File: src/hdl/hpp_pkg.sv
// Shared types and constants for the heading pinhole point projection block.
// No dependencies; every other file imports this package.
package hpp_pkg;

  typedef struct packed {
    logic signed [31:0] point_x;
    logic signed [31:0] point_y;
    logic signed [31:0] point_z;
  } point_t;

  typedef struct packed {
    logic signed [19:0] pixel_col;
    logic signed [19:0] pixel_row;
    logic               behind_camera;
  } result_t;

  typedef struct packed {
    logic signed [31:0] base_x;
    logic signed [31:0] base_y;
    logic signed [31:0] base_z;
    logic [12:0]        heading_angle;
    logic [19:0]        focal_x_pixels;
    logic [19:0]        focal_y_pixels;
    logic [15:0]        center_x_pixels;
    logic [15:0]        center_y_pixels;
  } cfg_regs_t;

  typedef struct packed {
    logic signed [25:0] sin_q24;
    logic signed [25:0] cos_q24;
  } trig_t;

  typedef struct packed {
    logic signed [32:0] dx;
    logic signed [32:0] dy;
    logic signed [32:0] dz;
  } delta_t;

  typedef enum logic [2:0] {
    TRIG_IDLE,
    TRIG_LOAD,
    TRIG_ARG,
    TRIG_SQ,
    TRIG_DIV,
    TRIG_MUL,
    TRIG_FIN,
    TRIG_APPLY
  } trig_state_t;

  localparam int CFG_IDX_W = 4;

  localparam logic [CFG_IDX_W-1:0] REG_BASE_X   = 4'd0;
  localparam logic [CFG_IDX_W-1:0] REG_BASE_Y   = 4'd1;
  localparam logic [CFG_IDX_W-1:0] REG_BASE_Z   = 4'd2;
  localparam logic [CFG_IDX_W-1:0] REG_HEADING  = 4'd3;
  localparam logic [CFG_IDX_W-1:0] REG_FOCAL_X  = 4'd4;
  localparam logic [CFG_IDX_W-1:0] REG_FOCAL_Y  = 4'd5;
  localparam logic [CFG_IDX_W-1:0] REG_CENTER_X = 4'd6;
  localparam logic [CFG_IDX_W-1:0] REG_CENTER_Y = 4'd7;

  localparam logic [19:0] FOCAL_X_RESET  = 20'd62951;
  localparam logic [19:0] FOCAL_Y_RESET  = 20'd63297;
  localparam logic [15:0] CENTER_X_RESET = 16'd15360;
  localparam logic [15:0] CENTER_Y_RESET = 16'd8640;

  localparam logic [12:0] FULL_TURN    = 13'd5760;
  localparam logic [12:0] QUARTER_TURN = 13'd1440;
  localparam logic [31:0] ANGLE_STEP_Q40 = 32'd1199381129;

  localparam int NUM_W = 58;
  localparam int DEN_W = 37;
  localparam int QUO_W = 21;

  localparam logic signed [22:0] PIX_MAX = 23'sd524287;
  localparam logic signed [22:0] PIX_MIN = -23'sd524288;

  localparam int ACCEPT_TO_DONE = 31;

endpackage

File: src/hdl/hpp_trig.sv
// Sine/cosine sequencer: Taylor series on one shared multiplier, constant divides by reciprocal.
// Depends on hpp_pkg.
module hpp_trig (
  input  logic           clk,
  input  logic           rst,
  input  logic           go,
  input  logic [12:0]    heading,
  output logic           busy,
  output hpp_pkg::trig_t trig
);
  import hpp_pkg::*;

  localparam logic [31:0] RECIP_55 = 32'd2498890064;
  localparam logic [31:0] RECIP_9  = 32'd954437177;
  localparam logic [31:0] RECIP_21 = 32'd3272356036;
  localparam logic [31:0] RECIP_5  = 32'd1717986919;
  localparam logic [31:0] RECIP_3  = 32'd2863311531;

  trig_state_t state, state_next;

  logic        phase;
  logic [1:0]  quad;
  logic [10:0] rem_r, arg;
  logic [30:0] x, t;
  logic [31:0] x2, dvd;
  logic [2:0]  k;
  logic [24:0] sr, cr;

  logic [12:0] hw;
  logic [1:0]  hq;
  logic [12:0] hr_full;
  logic [10:0] hr;
  logic [31:0] mul_a, mul_b;
  logic [63:0] prod;
  logic [42:0] arg_sum;
  logic [31:0] fin_sum;
  logic [24:0] sine_q24;
  logic [31:0] dvd_sh, recip;
  logic [31:0] q_fin;
  logic [32:0] tdiff;
  logic [30:0] t_nx;
  trig_t       trig_nx;

  always_comb begin
    hw = (heading >= FULL_TURN) ? heading - FULL_TURN : heading;
    if (hw >= 13'd4320) begin
      hq = 2'd3;
      hr_full = hw - 13'd4320;
    end else if (hw >= 13'd2880) begin
      hq = 2'd2;
      hr_full = hw - 13'd2880;
    end else if (hw >= QUARTER_TURN) begin
      hq = 2'd1;
      hr_full = hw - QUARTER_TURN;
    end else begin
      hq = 2'd0;
      hr_full = hw;
    end
    hr = hr_full[10:0];
  end

  always_comb begin
    unique case (k)
      3'd0: begin
        dvd_sh = {1'b0, dvd[31:1]};
        recip  = RECIP_55;
      end
      3'd1: begin
        dvd_sh = {3'd0, dvd[31:3]};
        recip  = RECIP_9;
      end
      3'd2: begin
        dvd_sh = {1'b0, dvd[31:1]};
        recip  = RECIP_21;
      end
      3'd3: begin
        dvd_sh = {2'd0, dvd[31:2]};
        recip  = RECIP_5;
      end
      default: begin
        dvd_sh = {1'b0, dvd[31:1]};
        recip  = RECIP_3;
      end
    endcase
  end

  always_comb begin
    mul_a = '0;
    mul_b = '0;
    case (state)
      TRIG_ARG: begin
        mul_a = {21'd0, arg};
        mul_b = ANGLE_STEP_Q40;
      end
      TRIG_SQ: begin
        mul_a = {1'b0, x};
        mul_b = {1'b0, x};
      end
      TRIG_DIV: begin
        mul_a = dvd_sh;
        mul_b = recip;
      end
      TRIG_MUL: begin
        mul_a = x2;
        mul_b = {1'b0, t};
      end
      TRIG_FIN: begin
        mul_a = {1'b0, x};
        mul_b = {1'b0, t};
      end
      default: ;
    endcase
  end

  assign prod     = mul_a * mul_b;
  assign arg_sum  = {1'b0, prod[41:0]} + 43'd512;
  assign fin_sum  = {1'b0, prod[60:30]} + 32'd32;
  assign sine_q24 = fin_sum[30:6];

  always_comb begin
    unique case (k)
      3'd0:    q_fin = {5'd0, prod[63:37]};
      3'd2:    q_fin = {4'd0, prod[63:36]};
      default: q_fin = {1'b0, prod[63:33]};
    endcase
  end

  assign tdiff = 33'h040000000 - {1'b0, q_fin};
  assign t_nx  = tdiff[30:0];

  always_comb begin
    unique case (quad)
      2'd0: begin
        trig_nx.sin_q24 = $signed({1'b0, sr});
        trig_nx.cos_q24 = $signed({1'b0, cr});
      end
      2'd1: begin
        trig_nx.sin_q24 = $signed({1'b0, cr});
        trig_nx.cos_q24 = -$signed({1'b0, sr});
      end
      2'd2: begin
        trig_nx.sin_q24 = -$signed({1'b0, sr});
        trig_nx.cos_q24 = -$signed({1'b0, cr});
      end
      default: begin
        trig_nx.sin_q24 = -$signed({1'b0, cr});
        trig_nx.cos_q24 = $signed({1'b0, sr});
      end
    endcase
  end

  always_ff @(posedge clk) begin
    if (rst) begin
      state <= TRIG_LOAD;
    end else begin
      state <= state_next;
    end
  end

  always_comb begin
    state_next = state;
    unique case (state)
      TRIG_IDLE:  state_next = TRIG_IDLE;
      TRIG_LOAD:  state_next = TRIG_ARG;
      TRIG_ARG:   state_next = TRIG_SQ;
      TRIG_SQ:    state_next = TRIG_DIV;
      TRIG_DIV:   state_next = (k == 3'd4) ? TRIG_FIN : TRIG_MUL;
      TRIG_MUL:   state_next = TRIG_DIV;
      TRIG_FIN:   state_next = phase ? TRIG_APPLY : TRIG_ARG;
      TRIG_APPLY: state_next = TRIG_IDLE;
      default:    state_next = TRIG_IDLE;
    endcase
    if (go) begin
      state_next = TRIG_LOAD;
    end
  end

  assign busy = state != TRIG_IDLE;

  always_ff @(posedge clk) begin
    if (rst) begin
      k     <= '0;
      phase <= 1'b0;
    end else begin
      unique case (state)
        TRIG_LOAD: begin
          quad  <= hq;
          rem_r <= hr;
          arg   <= hr;
          phase <= 1'b0;
        end
        TRIG_ARG: x <= arg_sum[40:10];
        TRIG_SQ: begin
          x2  <= prod[61:30];
          dvd <= prod[61:30];
          k   <= '0;
        end
        TRIG_DIV: t <= t_nx;
        TRIG_MUL: begin
          dvd <= prod[61:30];
          k   <= k + 3'd1;
        end
        TRIG_FIN: begin
          if (!phase) begin
            sr    <= sine_q24;
            arg   <= QUARTER_TURN[10:0] - rem_r;
            phase <= 1'b1;
          end else begin
            cr <= sine_q24;
          end
        end
        TRIG_APPLY: trig <= trig_nx;
        default: ;
      endcase
    end
  end

endmodule

File: config.mk
export PLATFORM = sky130hd
export DESIGN_NAME = hpp_trig
export DESIGN_NICKNAME = d
export VERILOG_FILES = /design/src/hdl/hpp_pkg.sv /design/src/hdl/hpp_trig.sv
export SDC_FILE = /design/constraint.sdc
export NUM_CORES = 2
export LEC_CHECK = 0
export ABC_AREA = 1
export BUFFER_PORTS_ARGS = -buffer_cell sky130_fd_sc_hd__buf_2
export CAP_MARGIN = 20
export CORE_UTILIZATION = 35
export DETAILED_ROUTE_END_ITERATION = 8
export PLACE_DENSITY = 0.47
export SYNTH_ARGS = -nofsm -noshare
export SYNTH_HDL_FRONTEND = slang
export SYNTH_SLANG_ARGS = --single-unit
File: constraint.sdc
create_clock -name clk -period 13 [get_ports clk]
set_input_delay 0.65 -clock clk [delete_from_list [all_inputs] [get_ports clk]]
set_output_delay 0.65 -clock clk [all_outputs]
set_load 0.05 [all_outputs]
# After elaboration in Yosys (flattened, before gate mapping)
# Index checks and enable logic that the tools add are counted.
# Widths: inputs -> output; s select.
dict set report word_totals {
  ff_bits 259
  output_inout_bits 53
}
dict set report op_classes {
  order_cmp 4
  eq_ne 14
  n_reduce_logical 21
  multipliers 1
  add_sub_neg 11
  bitwise_logic 2
  n_mux 19
}
# operator count
set ops {}
lappend ops {{$pmux 32 s4} 3}
lappend ops {{$pmux 52 s3} 1}
lappend ops {{$pmux 31 s2} 2}
lappend ops {{$mul 32x32->64} 1}
lappend ops {{$neg 25->26} 2}
lappend ops {{$mux 11} 4}
lappend ops {{$add 41x10->41 const B} 1}
lappend ops {{$add 31x6->31 const B} 1}
lappend ops {{$sub 31x31->31 const A} 1}
lappend ops {{$ge 13x13->1 const B} 2}
lappend ops {{$pmux 11 s2} 1}
lappend ops {{$pmux 3 s6} 1}
lappend ops {{$eq 3x3->1 const B} 5}
lappend ops {{$ge 13x11->1 const B} 1}
lappend ops {{$ge 13x12->1 const B} 1}
lappend ops {{$mux 13} 1}
lappend ops {{$sub 13x13->13 const B} 1}
lappend ops {{$eq 3x2->1 const B} 4}
lappend ops {{$reduce_and 2->1} 6}
lappend ops {{$reduce_or 2->1} 6}
lappend ops {{$sub 11x10->11 const B} 1}
lappend ops {{$sub 11x11->11 const A} 1}
lappend ops {{$sub 11x11->11 const B} 1}
lappend ops {{$sub 11x8->11 const B} 1}
lappend ops {{other kinds (16)} 23}

# Depth between registers and ports, before layout
dict set report depth {
  ltp_word 7
  ltp_mapped 54
  ltp_nobuf 53
}

# Worst setup path after synthesis
# OpenSTA, ideal clock, no wires.
dict set report synth_timing {
  path_kind {reg-to-reg}
  startpoint {register k[0]}
  endpoint {register cr[23] (data pin)}
  slack_ns 3.518
  setup_time_ns 0.260
  period_less_slack_ns 9.482
  n_path_buf 4
  arrival_time_ns 9.222
  stages_incl_launch_ff 47
  required_time_ns 12.740
  cell_sequence {dfxtp_1 ha_1 ha_1 buf_4 inv_1 nand2_4 inv_2 clkbuf_1 nand2_1 a31oi_1 clkbuf_1 clkbuf_1 nor2_1 fa_1 fa_1 fa_1 inv_1 fa_1 [... 11 more ...] nor2_1 inv_1 o21ai_0 a21oi_1 o21ai_2 xor2_1 ha_1 inv_1 nor3_2 nand2_1 nor2_2 nand2_2 nor2_4 nand3_1 nor2_2 nand2_2 o21ai_1 nand2_1}
}
dict set report synth_between {
  elab_chain_len 5
}
# element line_no
set synth_lines {}
lappend synth_lines {{start: declaration} hpp_trig.sv:26} ;# logic [2:0] k;
lappend synth_lines {{start signal: assignment} hpp_trig.sv:201} ;# k <= k + 3'd1;
lappend synth_lines {{$eq 3x2->1 (tied with other cells)} hpp_trig.sv:63} ;# unique case (k)
lappend synth_lines {{$pmux 32 s4 or $pmux 31 s2 (tied branches)} hpp_trig.sv:63}
lappend synth_lines {{$pmux 32 s4} hpp_trig.sv:90} ;# case (state)
lappend synth_lines {{$mul 32x32->64 (*)} hpp_trig.sv:115} ;# assign prod = mul_a * mul_b;
lappend synth_lines {{via prod[36]} hpp_trig.sv:34} ;# logic [63:0] prod;
lappend synth_lines {{$add 31x6->31 (*)} hpp_trig.sv:117} ;# assign fin_sum = {1'b0, prod[60:30]} + 32'd32;
lappend synth_lines {{via fin_sum[29]} hpp_trig.sv:36} ;# logic [31:0] fin_sum;
lappend synth_lines {{end signal: assignment} hpp_trig.sv:209} ;# cr <= sine_q24;
lappend synth_lines {{end: declaration} hpp_trig.sv:27} ;# logic [24:0] sr, cr;
# Mark *: on every way through the listed nets, which the timed path passes. The rest lies on a longest branch.
# A chain may end at the register's enable or synchronous reset.

# Final worst setup path
dict set report layout_timing {
  startpoint {register k[0]}
  endpoint {register cr[19] (data pin)}
}
# The elaborated chain is that of the path after synthesis.

==> run summary <==
Clk pin slew, worst setup/hold paths -> 0.06 ns
GP Congestion -> 1.01
Fin Setup TNS -> 0 ns
F_max -> 80.8 MHz
Vias -> 41700
CP most frequent cell -> inv_1
First-pass GRT wire length -> 290000 µm
Post-synth top area cell -> fa_1
DRT iter0 DRCs -> 3853
Crit. End Element -> flip-flop
Setup bufs post-CTS -> 0
# setup viols final -> 0
Critical path's top delay family -> adder cells
Min-Delay Startpoint -> heading[4]
Gr ovfl total -> 0
Total CTS buffers -> 27
Synth area leaders -> fa_1, edfxtp_1, inv_1, nand2_1, ha_1
# resized after CTS -> 0
Final period utilization -> 0.953
Tot Pwr -> 3140 µW
Int Pwr -> 1820 µW
CTS tree -> built
Post-layout minimum cycle time -> 12.38 ns
Synth Register Bits -> 258
Async set-or-reset flop fraction in the synthesized netlist -> 0
Hpwl dp -> 165000 µm
IO Pins -> 69
Die X -> 377 µm
Number of rows in the core area -> 137
Worst r2r path cells -> 44
Gate power share -> 0.419
Number of max-cap violations -> 0
R2r startpoint -> k[0]$_SDFFE_PP0P_
Crit path DAT -> 12.70 ns
Final Cell Area -> 53600 µm²
Die height -> 377 µm
Root Buffer Master -> clkbuf_16
RSZ-0062 raised after global routing -> no
Final hold vios -> 0
Routed length per instance -> 24.8 µm
Core area -> 140000 µm²
Fin nets -> 7343
Register area share after synthesis -> 0.156
Pleak -> 0.0262 µW
Critical path class -> flip-flop to flip-flop
Clk pwr share -> 0.266
Reg power frac -> 0.315
Max IR drop VDD -> 86.4 µV
Area of the die -> 142000 µm²
Synth Warn # -> 0
Pre-antenna DRT Iters -> 6
H-Tree Depth -> 1
Min-Delay Path Class -> primary input to flip-flop
CP Max Fanout -> 26
Largest net degree at the start of global routing -> 53
Main synth FF type -> edfxtp_1
Max Root-Sink Buffers -> 3
Register-to-register setup slack -> 0.62 ns
Syn_nets -> 7296
CP Buf/Inv Count -> 11
Initial antenna violation count -> 10
Worst slew margin -> 0.217
Via count of the first global-routing pass -> 42100
Cell Area, Synth -> 49300 µm²
Slew Viols, Final -> 0
WP depth -> 44
Worst hold endpoint -> rem_r[4]$_DFFE_PP_
Status -> completed
Gr usage total -> 0.283
Crit-path max cell delay -> 0.83 ns
Pwr/cell area -> 58.6 nW/µm²
EDFF count, synth -> 251
Crit start category -> flip-flop
Slew at the pin with the worst max-slew slack -> 1.17 ns
Routed vias/inst -> 5.18
Area after DPL -> 52700 µm²
Mapped Avg Cell Area -> 8.08 µm²
Sw power -> 1320 µW
Layout area overhead -> 8.68%
Starting density of the core -> 0.353
Antenna-violating nets left -> 0
CTS Sinks -> 258
I/O Buffers -> 68
Post-Synthesis Cells -> 6106
Slowest-stage cell, CP -> inv_2
Final WL -> 200000 µm
Hold path cells -> 1
Fraction of layout cells with a size suffix above 1 -> 0.0718
# DRC -> 0
Area share of the largest cell type after synthesis -> 0.363
Post-cts hold buffer count -> 0
Clk_lat worst skew -> 0.58 ns
Crit path required time -> 13.32 ns
Worst Skew -> 0.0132 ns
Final hold slack -> 0.286 ns
Worst reg2reg endpoint -> cr[19]$_DFFE_PP_
Sw Share -> 0.420
Synth cell types -> 59
==> through the flow <==
stage | setup WS, ns | util | cells
floorplan | 3.52 | - | 6106
global placement | 0.790 | 0.376 | 7994
detailed placement | 0.715 | 0.377 | 7998
CTS | 0.715 | 0.384 | 8048
global route | 0.200 | 0.384 | 8050
finish | 0.617 | 0.384 | 8052
==> area by class of cell <==
| class | count | area (µm²) |
|---|---|---|
| fillers | 14700 | 86100 |
| inverters | 1481 | 5560 |
| well taps | 1876 | 2350 |
| clock inverters | 14 | 165 |
| multi-input cells | 4156 | 35400 |
| flip-flops and latches | 258 | 7680 |
| diodes | 2 | 5.00 |
| clock buffers | 36 | 761 |
| repair buffers | 229 | 1660 |
==> flip-flops by register name, indices dropped and copies added, names as in the netlist, 11 cells and up <==
signal	flops
trig	52
sr	25
x2	32
t	31
cr	25
arg	11
rem_r	11
x	31
dvd	31
==> power groups by stage <==
stage	clock, µW	sequential (µW)	combinational (µW)
2_1_floorplan	0	1000	768
3_3_place_gp	0	1010	1300
3_5_place_dp	0	1010	1300
4_1_cts	849	989	1310
5_1_grt	876	991	1420
6_report	836	989	1320
==> cell usage after synthesis, drive strengths merged (29+ instances only) <==
| cell type | count |
|---|---|
| clkbuf | 189 |
| xor2 | 117 |
| nand2 | 1200 |
| nor3 | 37 |
| fa | 895 |
| nand4 | 29 |
| edfxtp | 251 |
| nand3 | 181 |
| xnor2 | 29 |
| o21ai | 177 |
| nor2 | 839 |
| inv | 1463 |
| ha | 279 |
| a21oi | 171 |
==> per-layer routing <==
layer | share of wire | global-route usage | up-vias
li1 | - | - | 18400
met3 | 0.068 | 0.0365 | 261
met5 | 0.00010 | 0 | -
met2 | 0.44 | 0.444 | 1610
met1 | 0.45 | 0.406 | 21500
met4 | 0.037 | 0.0838 | 2
==> cell usage in the layout (no fill, tap or decap), drive strengths merged, types with 171 or more instances in the layout <==
cell type,count
ha,279
buf,229
fa,895
nor2,839
a21oi,171
inv,1464
o21ai,177
nand2,1200
nand3,181
edfxtp,251
==> worst max-delay path by stage <==
stage / from / endpoint / slack (ns)
after floorplan: k[0]$_SDFFE_PP0P_ / cr[23]$_DFFE_PP_ / 3.52
after global placement: k[0]$_SDFFE_PP0P_ / cr[19]$_DFFE_PP_ / 0.79
after detailed placement: k[0]$_SDFFE_PP0P_ / cr[23]$_DFFE_PP_ / 0.72
after CTS: k[0]$_SDFFE_PP0P_ / cr[19]$_DFFE_PP_ / 0.72
after global routing: k[0]$_SDFFE_PP0P_ / sr[19]$_DFFE_PP_ / 0.20
final: k[0]$_SDFFE_PP0P_ / cr[19]$_DFFE_PP_ / 0.62
==> kinds of logic after synthesis <==
family	after synthesis	synth area share
other cells	1	0.0000760
compound gates	500	0.0594
buf+inv	1692	0.129
mux	1	0.000203
flops	258	0.156
simple gates	2334	0.195
fa+ha+maj	1174	0.434
xor+xnor	146	0.0268
Note: power is estimated with default switching activity, not from simulation.
