[src/hdl/hpp_pkg.sv]
// Shared types and constants for the heading pinhole point projection block.
// No dependencies; every other file imports this package.
package hpp_pkg;

  typedef struct packed {
    logic signed [31:0] point_x;
    logic signed [31:0] point_y;
    logic signed [31:0] point_z;
  } point_t;

  typedef struct packed {
    logic signed [19:0] pixel_col;
    logic signed [19:0] pixel_row;
    logic               behind_camera;
  } result_t;

  typedef struct packed {
    logic signed [31:0] base_x;
    logic signed [31:0] base_y;
    logic signed [31:0] base_z;
    logic [12:0]        heading_angle;
    logic [19:0]        focal_x_pixels;
    logic [19:0]        focal_y_pixels;
    logic [15:0]        center_x_pixels;
    logic [15:0]        center_y_pixels;
  } cfg_regs_t;

  typedef struct packed {
    logic signed [25:0] sin_q24;
    logic signed [25:0] cos_q24;
  } trig_t;

  typedef struct packed {
    logic signed [32:0] dx;
    logic signed [32:0] dy;
    logic signed [32:0] dz;
  } delta_t;

  typedef enum logic [2:0] {
    TRIG_IDLE,
    TRIG_LOAD,
    TRIG_ARG,
    TRIG_SQ,
    TRIG_DIV,
    TRIG_MUL,
    TRIG_FIN,
    TRIG_APPLY
  } trig_state_t;

  localparam int CFG_IDX_W = 4;

  localparam logic [CFG_IDX_W-1:0] REG_BASE_X   = 4'd0;
  localparam logic [CFG_IDX_W-1:0] REG_BASE_Y   = 4'd1;
  localparam logic [CFG_IDX_W-1:0] REG_BASE_Z   = 4'd2;
  localparam logic [CFG_IDX_W-1:0] REG_HEADING  = 4'd3;
  localparam logic [CFG_IDX_W-1:0] REG_FOCAL_X  = 4'd4;
  localparam logic [CFG_IDX_W-1:0] REG_FOCAL_Y  = 4'd5;
  localparam logic [CFG_IDX_W-1:0] REG_CENTER_X = 4'd6;
  localparam logic [CFG_IDX_W-1:0] REG_CENTER_Y = 4'd7;

  localparam logic [19:0] FOCAL_X_RESET  = 20'd62951;
  localparam logic [19:0] FOCAL_Y_RESET  = 20'd63297;
  localparam logic [15:0] CENTER_X_RESET = 16'd15360;
  localparam logic [15:0] CENTER_Y_RESET = 16'd8640;

  localparam logic [12:0] FULL_TURN    = 13'd5760;
  localparam logic [12:0] QUARTER_TURN = 13'd1440;
  localparam logic [31:0] ANGLE_STEP_Q40 = 32'd1199381129;

  localparam int NUM_W = 58;
  localparam int DEN_W = 37;
  localparam int QUO_W = 21;

  localparam logic signed [22:0] PIX_MAX = 23'sd524287;
  localparam logic signed [22:0] PIX_MIN = -23'sd524288;

  localparam int ACCEPT_TO_DONE = 31;

endpackage

[src/hdl/hpp_front.sv]
// Front end: accepts points, subtracts the camera base and queues the differences.
// Depends on hpp_pkg.
module hpp_front (
  input  logic               clk,
  input  logic               rst,
  input  logic               start,
  input  hpp_pkg::point_t    point,
  input  hpp_pkg::cfg_regs_t cfg,
  input  logic               trig_busy,
  output logic               busy,
  output logic               head_valid,
  output hpp_pkg::delta_t    head
);
  import hpp_pkg::*;

  delta_t     q_mem [2];
  logic [1:0] count;
  logic       wr_ptr, rd_ptr;
  logic       push, pop;
  delta_t     delta_in;

  assign busy = trig_busy || (count == 2'd2);
  assign push = start && !busy;
  assign pop  = count != 2'd0;

  assign delta_in.dx = {point.point_x[31], point.point_x} - {cfg.base_x[31], cfg.base_x};
  assign delta_in.dy = {point.point_y[31], point.point_y} - {cfg.base_y[31], cfg.base_y};
  assign delta_in.dz = {point.point_z[31], point.point_z} - {cfg.base_z[31], cfg.base_z};

  always_ff @(posedge clk) begin
    if (rst) begin
      count  <= '0;
      wr_ptr <= 1'b0;
      rd_ptr <= 1'b0;
    end else begin
      if (push) begin
        wr_ptr <= ~wr_ptr;
      end
      if (pop) begin
        rd_ptr <= ~rd_ptr;
      end
      count <= count + 2'(push) - 2'(pop);
    end
  end

  always_ff @(posedge clk) begin
    if (push) begin
      q_mem[wr_ptr] <= delta_in;
    end
  end

  assign head_valid = pop;
  assign head       = q_mem[rd_ptr];

endmodule

[config.mk]
export PLATFORM = sky130hd
export DESIGN_NAME = hpp_front
export DESIGN_NICKNAME = d
export VERILOG_FILES = /design/src/hdl/hpp_pkg.sv /design/src/hdl/hpp_front.sv
export SDC_FILE = /design/constraint.sdc
export NUM_CORES = 1
export LEC_CHECK = 0
export BUFFER_PORTS_ARGS = -buffer_cell sky130_fd_sc_hd__buf_2
export CELL_PAD_IN_SITES_DETAIL_PLACEMENT = 0
export CELL_PAD_IN_SITES_GLOBAL_PLACEMENT = 1
export CORE_ASPECT_RATIO = 0.7
export CORE_MARGIN = 4
export CORE_UTILIZATION = 44
export CTS_CLUSTER_SIZE = 8
export DETAILED_ROUTE_END_ITERATION = 8
export PLACE_DENSITY_LB_ADDON = 0.3
export SETUP_SLACK_MARGIN = 0.2
export SLEW_MARGIN = 20
export SYNTH_ARGS = -nofsm -noshare
export SYNTH_HDL_FRONTEND = slang
export SYNTH_SLANG_ARGS = --single-unit
[constraint.sdc]
create_clock -name clk -period 15.5 [get_ports clk]
set_clock_uncertainty 0.05 [all_clocks]
set_input_delay 1.55 -clock clk [delete_from_list [all_inputs] [get_ports clk]]
set_output_delay 1.55 -clock clk [all_outputs]
set_load 0.05 [all_outputs]
======== Word-level counts from Yosys, hierarchy flattened ========
Memory sizes are Yosys's and may differ from the RTL's. A register that Yosys moved wholly into a read port is not among the register bits.
Cells that the tools add are included.
cells by class
  add/sub/neg operators ................... 5
  equal/unequal tests ..................... 1
  multiplexer cells ....................... 4
  bitwise logic cells ..................... 2
  reductions and logical operators ........ 4
operator list
  kind                                        number
  subtractor 32 x 32 -> 33 bit                3
  two-way mux 1 bit                           4
  adder 2 x 1 -> 2 bit                        1
  equality test 2 bit, second input constant  1
  inverter 1 bit                              2
  nonzero test 2 bit                          1
  subtractor 2 x 1 -> 2 bit                   1
  logical AND 1 bit                           1
  logical NOT 1 bit                           1
  logical OR 1 bit                            1
storage, ports and cells
  bits in registers ....................... 4
  RAM bits ................................ 198
  input port bits ......................... 281
  output and inout port bits .............. 101
  memories ................................ 1
memory list
  name   words  bits a word  read ports  clocked after Yosys merged registers in  write ports  line             source
  q_mem  2      99           1           1                                        1            hpp_front.sv:16  delta_t q_mem [2];

======== Logic depth before layout (Yosys ltp) ========
Gate-level depths: netlist of run 1.
  depth after elaboration ................. 6
  mapped depth ............................ 11
  gate-level depth less buffers ........... 11

======== Least setup slack after synthesis of run 1 ========
OpenSTA, ideal clock, no wires.
  kind .................................... input to register
  start ................................... in trig_busy
  end ..................................... mem q_mem[0][0] in the netlist's numbering, enable pin
  library setup time ...................... 558 ps
  arrival time ............................ 5932 ps
  required time ........................... 14892 ps
  setup slack ............................. 8961 ps
  stages on the path ...................... 3
  cell sequence ........................... nor2b_1 > nand2_1 > nor2_1
between the ends
  cells in the longest elaborated chain, start to end .. 5
ends and longest elaborated chain
  what                                     line             source
  start: declaration                       hpp_front.sv:9   input logic trig_busy,
  logical OR 1 bit                         hpp_front.sv:22  assign busy = trig_busy || (count == 2'd2);
  logical NOT 1 bit                        hpp_front.sv:23  assign push = start && !busy;
  logical AND 1 bit                        hpp_front.sv:23
  two-way mux 1 bit                        hpp_front.sv:47  if (push) begin
  two-way mux 1 bit (implied by the code)  hpp_front.sv:48  q_mem[wr_ptr] <= delta_in;
  end: declaration                         hpp_front.sv:16
Every way passes these cells.

==> flow_summary.ini, run 1 <==
[clock_tree]
cts_resized = 0
cts_root_buf = clkbuf_16
postCtsHoldBufs = 0
cts_buffer_depth = 3
path_clk_slew_ps = 50
htreeDepth = 1
cts_tree = built
cts_sinks = 203
clk_latency_ps = 530
post_cts_buffers = 0
cts-buffers-inserted = 29

[synth]
syn_inst = 1150
ys_top_cells_by_area = edfxtp_1 47%, ha_1 9.5%, mux2_2 8.8%, a21oi_1 3.7%, inv_1 3.7%
synth_edf_count = 198
synth_area_sq_um = 12700
avgSynthCellArea_sq_um = 11.0
yosysSeqAreaShare = 0.476
ys_types = 76
ys_async_sr_fraction = 0
ys_seq_elements = 203
synth_top_area_share = 0.468
synth_ff_type = edfxtp_1
yosysWarnings = 0
yosysTopAreaCell = edfxtp_1
synthesis.nets = 1530

[grt]
grt_max_degree = 58
grt_pass1_wl_mm = 48.8
antenna_found_initial = 2
grt_usage = 0.191
grt_pass1_vias = 9322
grt-ovfl-total = 0

[floorplan]
io_pins = 382
die_w_um = 211
die_area_sq_um = 31700
fp.dieH_um = 150
start_util = 0.452
row_count = 51
core-area_sq_um = 28100

[power]
p_leak_nw = 6.64
p_total_mw = 1.69
p_per_area_nw_per_um2 = 110
worst_ir_drop_vdd_mv = 0.0690

[worst_setup_path]
worstPathCellList = buf_4 -> mux2_2 -> buf_2
cp_data_arrival_time_ps = 2790
crit_type = reg2out
cp_max_fo = 52
critical_path.slowest_cell = dfxtp_4
endpoint_kind = primary output
worst_setup_path_start_kind = register
cp.required_ps = 13900
slowest_delay_ps = 820

[place]
place_congestion = 0.883
place_area_sq_um = 14600
hpwl_mm = 24.0
post-place-ws_ps = 11080
port_buffers = 296
place_inst = 1791

[sta]
setup_viol_count_final = 0
slew_headroom = 0.418
fin_crit_sh = 0.283
finalHoldViolCount = 0
hold_ws_ps = 393
rsz0062_at_grt = false
drv_slew = 0
setup_tns_ps = 0
layout_min_cycle_time_ps = 4390
tightest_slew_ps = 873
setup_slack_ps = 11110
max_freq_mhz = 228

[hold_path]
hold_path_class = reg2reg

[run]
maxCapViolCount = 0

[drt]
drtIter0Drc = 494
routed_wl_mm = 31.7
drc = 0
wire_per_inst_um = 17.3
postRouteAntennaNets = 0
viasPerCell = 5.23
vias = 9591
drtPass1Iterations = 4

[cells_and_area]
instances_no_fill = 1835
fin_area_sq_um = 15400
nFillCells = 2492
drive_above_1_share = 0.313
post-route-util = 0.546
syn_to_final_growth_pct = 21.0
layout.nets = 1831

[status]
run_status = completed
cell families (layout without fill, tap and decap cells):
kind of cell / after synthesis / count (layout) / synth area share
mux: 100 / 100 / 0.0885
simple gates: 225 / 225 / 0.0856
xor+xnor: 85 / 85 / 0.0586
other cells: 0 / 2 / 0
fa+ha+maj: 99 / 99 / 0.0993
flops: 203 / 203 / 0.476
buf+inv: 155 / 467 / 0.0460
compound gates: 283 / 283 / 0.146
registers in the layout (all words and copies together) (netlist names), named ones only:
register	flops
count	2
q_mem	198
rd_ptr	1
wr_ptr	1
power by group:
group	internal, mW	switching, mW
clock	0.337	0.220
combinational	0.159	0.297
sequential	0.665	0.00946
cell type report:
type | instances | area, sq um | area share
tap | 371 | 464 | 0.0302
timing repair buffer | 301 | 1520 | 0.0988
sequential | 203 | 6050 | 0.393
clock inverter | 2 | 16.3 | 0.00106
multi-input combinational | 792 | 6090 | 0.396
clock buffer | 40 | 767 | 0.0499
antenna | 2 | 5.00 | 0.000325
inverter | 124 | 465 | 0.0303
metal layers:
layer  vias to the layer above  part of all wire  global-route usage
met5                         -                 0                   0
met4                         0             0.018              0.0431
met3                        37             0.061              0.0267
met2                       315              0.42               0.285
met1                      4424              0.50               0.295
li1                       4815                 -                   -
placed cells by master (no fill, tap or decap), drive strengths merged, types with 33 or more instances in the layout:
cell type  Yosys  layout
clkbuf        29      40
xor2          36      36
inv          124     125
mux2          99      99
buf            2     301
ha            96      96
edfxtp       198     198
nor2          53      53
o21ai         53      53
a21o          33      33
xnor2         49      49
a21oi         95      95
nand2         74      74
critical path, delay by kind of cell, from the launching register on:
kind                   cells  cell delay (ps)
buffers and inverters      2              920
DFF                        1              820
muxes                      1              450
Yosys cell counts (4+ instances only):
master    number
or3_1          4
nand2b_1       7
and2_1         5
xnor2_1       49
a41oi_1        4
nor2b_1       16
a31oi_1       12
o21ai_0       36
nand4_1       16
o31ai_1        4
a211o_1        5
o21bai_1      12
xor2_1        36
edfxtp_1     198
nor2_1        53
a21oi_1       93
ha_1          96
o21ai_1       14
inv_1        124
nand3_1       13
nand2_1       73
mux2_2        99
or2_2          5
nor3_1         9
dfxtp_1        5
and3_1        10
o21a_1        12
a21o_1        33
clkbuf_1      29
o211ai_1       7
worst paths after layout:
check | from | end | slack, ps | cells after the start
worst max register to register | count[0]$_SDFF_PP0_ | q_mem[0][76]$_DFFE_PP_ | 12730 | 6
worst min-delay path | count[1]$_SDFF_PP0_ | count[1]$_SDFF_PP0_ | 390 | 2
worst max-delay path | register | head[90] | 11110 | 3
worst min register to register | count[1]$_SDFF_PP0_ | count[1]$_SDFF_PP0_ | 390 | 2
(Power assumes the default switching activity.)
==> run 2: changes to the inputs <==
- CORE_UTILIZATION: 44 -> 40
- clock period: 15.5 -> 4.06 ns (I/O delays scaled with it)
==> run 2 against run 1 <==
  * Largest cell class unchanged
  * Clock-buffer cell count unchanged
  * Critical path depth unchanged
  * Critical endpoint is now head[89]
  * Worst hold slack got worse by 330 ps
  * Utilization decreased by 5.1 points
  * Combinational power increased to 3.8 times the previous value
  * Register-to-register slack got worse by 11000 ps
==> flow_summary.ini, run 2 (synthesis results as in run 1) <==
[worst_setup_path]
cp_top_family = flip-flops
endpoint_kind = primary output
cp_data_arrival_time_ps = 2400
path_buf_inv = 2
slowest_delay_ps = 790
crit_type = reg2out
cp_max_fo = 57
cp.required_ps = 3600
worst_setup_path_start_kind = register
critical_path.slowest_cell = dfxtp_4
worstPathCellList = buf_12 -> mux2_2 -> buf_2

[cells_and_area]
layout_common_cells = 296 x buf_2, 198 x edfxtp_1, 124 x inv_1
fin_area_sq_um = 15500
drive_above_1_share = 0.313
layout_commonest_cell = buf_2
post-route-util = 0.496
largest_reg_flops = 198
nFillCells = 2919
top_regs = q_mem: 198 flops, count: 2 flops
syn_to_final_growth_pct = 21.8
regMostFlops = q_mem
layout.nets = 1831

[clock_tree]
htreeDepth = 1
clk_latency_ps = 530
cts_sinks = 203
post_cts_buffers = 0
cts-buffers-inserted = 29
path_clk_slew_ps = 50
cts_root_buf = clkbuf_16
cts_resized = 0
postCtsHoldBufs = 0
cts_buffer_depth = 3
cts_tree = built

[place]
place_congestion = 0.841
hpwl_mm = 24.5
place_area_sq_um = 14700
port_buffers = 296

[grt]
grt_usage = 0.181
grt-ovfl-total = 0
antenna_found_initial = 1
grt_pass1_wl_mm = 50.7
grt_pass1_vias = 9424
grt_max_degree = 58

[drt]
drtIter0Drc = 554
drtPass1Iterations = 5
routed_wl_mm = 32.7
drc = 0
vias = 9810
viasPerCell = 5.21
wire_per_inst_um = 17.4
postRouteAntennaNets = 0

[power]
p_leak_nw = 6.66
p_per_area_nw_per_um2 = 421
worst_ir_drop_vdd_mv = 0.246

[sta]
layout_min_cycle_time_ps = 2860
tightest_slew_ps = 831
fin_crit_sh = 0.704
max_freq_mhz = 350
drv_slew = 0
rsz0062_at_grt = false
finalHoldViolCount = 0
setup_viol_count_final = 0
slew_headroom = 0.446

[hold_path]
hold_path_class = in2reg

[floorplan]
io_pins = 382
start_util = 0.407
fp.dieH_um = 157
row_count = 54
core-area_sq_um = 31200
die_area_sq_um = 34700
die_w_um = 221

[run]
maxCapViolCount = 0

[status]
run_status = completed
-- run 2: changes by cell type in the layout (fill, tap and decap cells not counted), sizes merged --
cell / change
bufinv: +1
clkinvlp: -1
diode: -1
-- run 2: area by class of cell --
class | instances | area [sq um] | area share
multi-input combinational | 792 | 6090 | 0.394
sequential | 203 | 6050 | 0.391
timing repair buffer | 301 | 1530 | 0.0990
clock buffer | 40 | 767 | 0.0496
tap | 420 | 526 | 0.0340
inverter | 124 | 465 | 0.0301
clock inverter | 2 | 38.8 | 0.00251
antenna | 1 | 2.50 | 0.000162
-- run 2: power breakdown --
part / switching (mW) / leakage [nW] / internal, mW
clock: 0.844 / 0.389 / 1.35
combinational: 1.14 / 4.41 / 0.607
sequential: 0.0345 / 1.86 / 2.54
total: 2.02 / 6.66 / 4.49
-- run 2: through the flow --
step | setup slack [ps] | TNS, ps | std cells | hold slack, ps | power [mW]
2_1_floorplan | -1370 | -272140 | 1150 | 368 | 3.89
3_3_place_gp | 833 | 0 | 1840 | 376 | 4.33
3_5_place_dp | 750 | 0 | 1840 | 391 | 4.36
4_1_cts | 1120 | 0 | 1882 | 21.3 | 6.61
5_1_grt | 1070 | 0 | 1883 | 46.2 | 6.86
6_report | 1200 | 0 | 1883 | 60.3 | 6.51
-- run 2: worst reg2reg max path: cells and delay by family (launching register included) --
| family | cells | cell delay (ps) |
|---|---|---|
| flip-flops | 1 | 330 |
| buffers and inverters | 1 | 640 |
| AND/OR/NAND/NOR | 4 | 620 |
-- run 2: worst paths after layout --
check | start | endpoint | slack, ps | cells past startpoint
max | register | head[89] | 1200 | 3
min | rst | register | 60 | 2
max reg2reg | count[0]$_SDFF_PP0_ | q_mem[1][72]$_DFFE_PP_ | 1980 | 5
min reg2reg | count[0]$_SDFF_PP0_ | count[1]$_SDFF_PP0_ | 400 | 2
-- run 2: routing by layer --
layer | track usage | vias up | wire length, um | share of wire
met4 | 0.0327 | 0 | 574 | 0.018
li1 | - | 4817 | - | -
met2 | 0.280 | 292 | 14100 | 0.43
met1 | 0.267 | 4663 | 16000 | 0.49
met3 | 0.0360 | 38 | 1950 | 0.060
met5 | 0 | - | 0 | 0
==> run 3: changes to the inputs <==
- ABC_AREA: not set -> 1
- CORE_UTILIZATION: 40 -> 35
- clock period: 4.06 -> 2.4 ns (I/O delays scaled with it)
==> run 3 against run 2 <==
  * Final cell count is 55% higher
  * Worst setup slack worse by 1000 ps
  * Sequential power is 67% higher
  * Critical path depth is 2 higher
  * Cell area is 22% higher
  * Non-clock buffer count is 27 higher
  * Critical endpoint is now head[90]
  * Power is 78% higher
  * Largest cell class unchanged
==> flow_summary.ini, run 3 <==
[place]
place_area_sq_um = 17400
place_congestion = 0.893
hpwl_mm = 36.0
place_inst = 2857
port_buffers = 296
post-place-ws_ps = 109

[synth]
synth_edf_count = 198
synth.most_common_cell = nand2_1
ys_types = 25
synth_ff_type = edfxtp_1
synth_area_sq_um = 15000
yosysTopAreaCell = edfxtp_1
ys_async_sr_fraction = 0
syn_inst = 2008
ys_top_cells_by_area = edfxtp_1 40%, nand2_1 19%, inv_1 12%, ha_1 8.0%, mux2_2 7.4%
synth_top_area_share = 0.396
yosysSeqAreaShare = 0.402
yosysWarnings = 0
ys_seq_elements = 203
synthesis.nets = 2388
synth_commonest_cells = 751 x nand2_1, 482 x inv_1, 198 x edfxtp_1, 131 x nor2_1, 99 x mux2_2
avgSynthCellArea_sq_um = 7.48

[drt]
drtIter0Drc = 738
drtPass1Iterations = 6
viasPerCell = 4.51
routed_wl_mm = 45.5
wire_per_inst_um = 15.6
vias = 13200
drc = 0
postRouteAntennaNets = 0

[power]
p_total_mw = 11.6
p_per_area_nw_per_um2 = 611
worst_ir_drop_vdd_mv = 0.441
p_leak_nw = 10.3

[grt]
grt-ovfl-total = 0
grt_pass1_wl_mm = 70.2
grt_pass1_vias = 12900
grt_max_degree = 60
grt_usage = 0.190
antenna_found_initial = 0

[floorplan]
die_area_sq_um = 46400
start_util = 0.354
io_pins = 382
row_count = 63
die_w_um = 256
fp.dieH_um = 181
core-area_sq_um = 42400

[sta]
max_freq_mhz = 450
finalHoldViolCount = 0
rsz0062_at_grt = true
drv_slew = 0
layout_min_cycle_time_ps = 2220
hold_ws_ps = 37.7
fin_crit_sh = 0.926
slew_headroom = 0.661
setup_tns_ps = 0
setup_viol_count_final = 0
setup_slack_ps = 177
tightest_slew_ps = 507

[cells_and_area]
diodes = 0
drive_above_1_share = 0.205
instances_no_fill = 2921
largest_reg_flops = 198
syn_to_final_growth_pct = 26.1
layout_common_cells = 750 x nand2_1, 481 x inv_1, 231 x buf_2
regMostFlops = q_mem
layout.nets = 2735
fin_area_sq_um = 18900
post-route-util = 0.447
top_regs = q_mem: 198 flops, count: 2 flops
nFillCells = 4372
layout_commonest_cell = nand2_1

[worst_setup_path]
worst_setup_path_endpoint = head[90]
crit_type = reg2out
reg2reg_slack_ps = 570
worstPathCellList = buf_12 -> buf_6 -> bufbuf_16 -> mux2_4 -> buf_8
rr_worst_depth = 6
cp_top_family = buffers and inverters
slowest_delay_ps = 350
cp.required_ps = 2110
worst_setup_path_start_kind = register
path_buf_inv = 4
timing.rr.start = count[1]$_SDFF_PP0_
cp_max_fo = 8
endpoint_kind = primary output
cp_data_arrival_time_ps = 1930
critical_path.slowest_cell = dfxtp_4
crit_cells = 5
r2r-end = q_mem[1][33]$_DFFE_PP_

[clock_tree]
clk_latency_ps = 550
path_clk_slew_ps = 60
htreeDepth = 1
cts_buffer_depth = 3
cts_tree = built
cts-buffers-inserted = 29
cts_root_buf = clkbuf_16
cts_sinks = 203

[run]
maxCapViolCount = 0

[status]
run_status = completed

[hold_path]
hold_path_class = in2reg
[run 3: changes by cell type in the layout (fill, tap and decap cells not counted), moves of 33 or more]
| cell | change |
|---|---|
| nand3_1 | +53 |
| a21oi_1 | -33 |
| nand2_1 | +677 |
| buf_2 | -65 |
| buf_6 | +38 |
| inv_1 | +357 |
| nor2_1 | +78 |
| xnor2_1 | -43 |
| o21ai_0 | -36 |
[run 3: layout make-up]
cell class	instances	area, sq um	share of cell area
multi-input combinational	1311	7230	0.382
sequential	203	6050	0.319
timing repair buffer	328	2370	0.125
inverter	482	1810	0.0955
clock buffer	42	774	0.0409
tap	552	691	0.0365
clock inverter	3	17.5	0.000925
[run 3: power by group]
| group | internal [mW] | switching [mW] | leakage [nW] | total, mW |
|---|---|---|---|---|
| Clock | 2.19 | 1.52 | 0.383 | 3.71 |
| Combinational | 1.24 | 2.34 | 8.10 | 3.58 |
| Sequential | 4.25 | 0.0397 | 1.87 | 4.29 |
| Total | 7.68 | 3.89 | 10.3 | 11.6 |
[run 3: tightest hold or removal path: cells and delay by family]
family                     cells  cell delay [ps]
buffers and inverters          2              130
adders and majority gates      1              110
[run 3: worst min path at each step]
stage,start,end,slack [ps],depth (start not counted)
2_1_floorplan,rst,count[1]$_SDFF_PP0_,260,1
3_3_place_gp,count[1]$_SDFF_PP0_,count[1]$_SDFF_PP0_,380,2
3_5_place_dp,count[1]$_SDFF_PP0_,count[1]$_SDFF_PP0_,420,2
4_1_cts,cfg[149],q_mem[1][66]$_DFFE_PP_,10,3
5_1_grt,start,count[0]$_SDFF_PP0_,30,4
6_report,cfg[149],q_mem[1][66]$_DFFE_PP_,40,3
[run 3: logic make-up after synthesis]
family                   after synthesis  share of synthesized area
AND/OR/NAND/NOR                      999                      0.264
AO/OA/AOI/OAI                         68                     0.0241
adder cells (fa/ha/maj)               99                     0.0839
flip-flops                           203                      0.402
multiplexers                          99                     0.0742
buffers and inverters                494                      0.125
XOR/XNOR                              46                     0.0268
[run 3: routing by layer]
| layer | up-vias | part of all wire | wire, um | track usage |
|---|---|---|---|---|
| li1 | 6858 | - | - | - |
| met1 | 5986 | 0.50 | 23000 | 0.283 |
| met2 | 287 | 0.43 | 19600 | 0.302 |
| met3 | 39 | 0.051 | 2320 | 0.0293 |
| met4 | 0 | 0.014 | 621 | 0.0235 |
| met5 | - | 0 | 0 | 0 |
[run 3: repair_timing]
action                                  CTS  global route
gates cloned                              5             0
pin swaps                                 0             2
hold buffers                              2             0
endpoints found under the setup margin   83            75
setup buffers                            10             2
endpoints found under the hold margin     7             0
gates resized for setup                  93            89
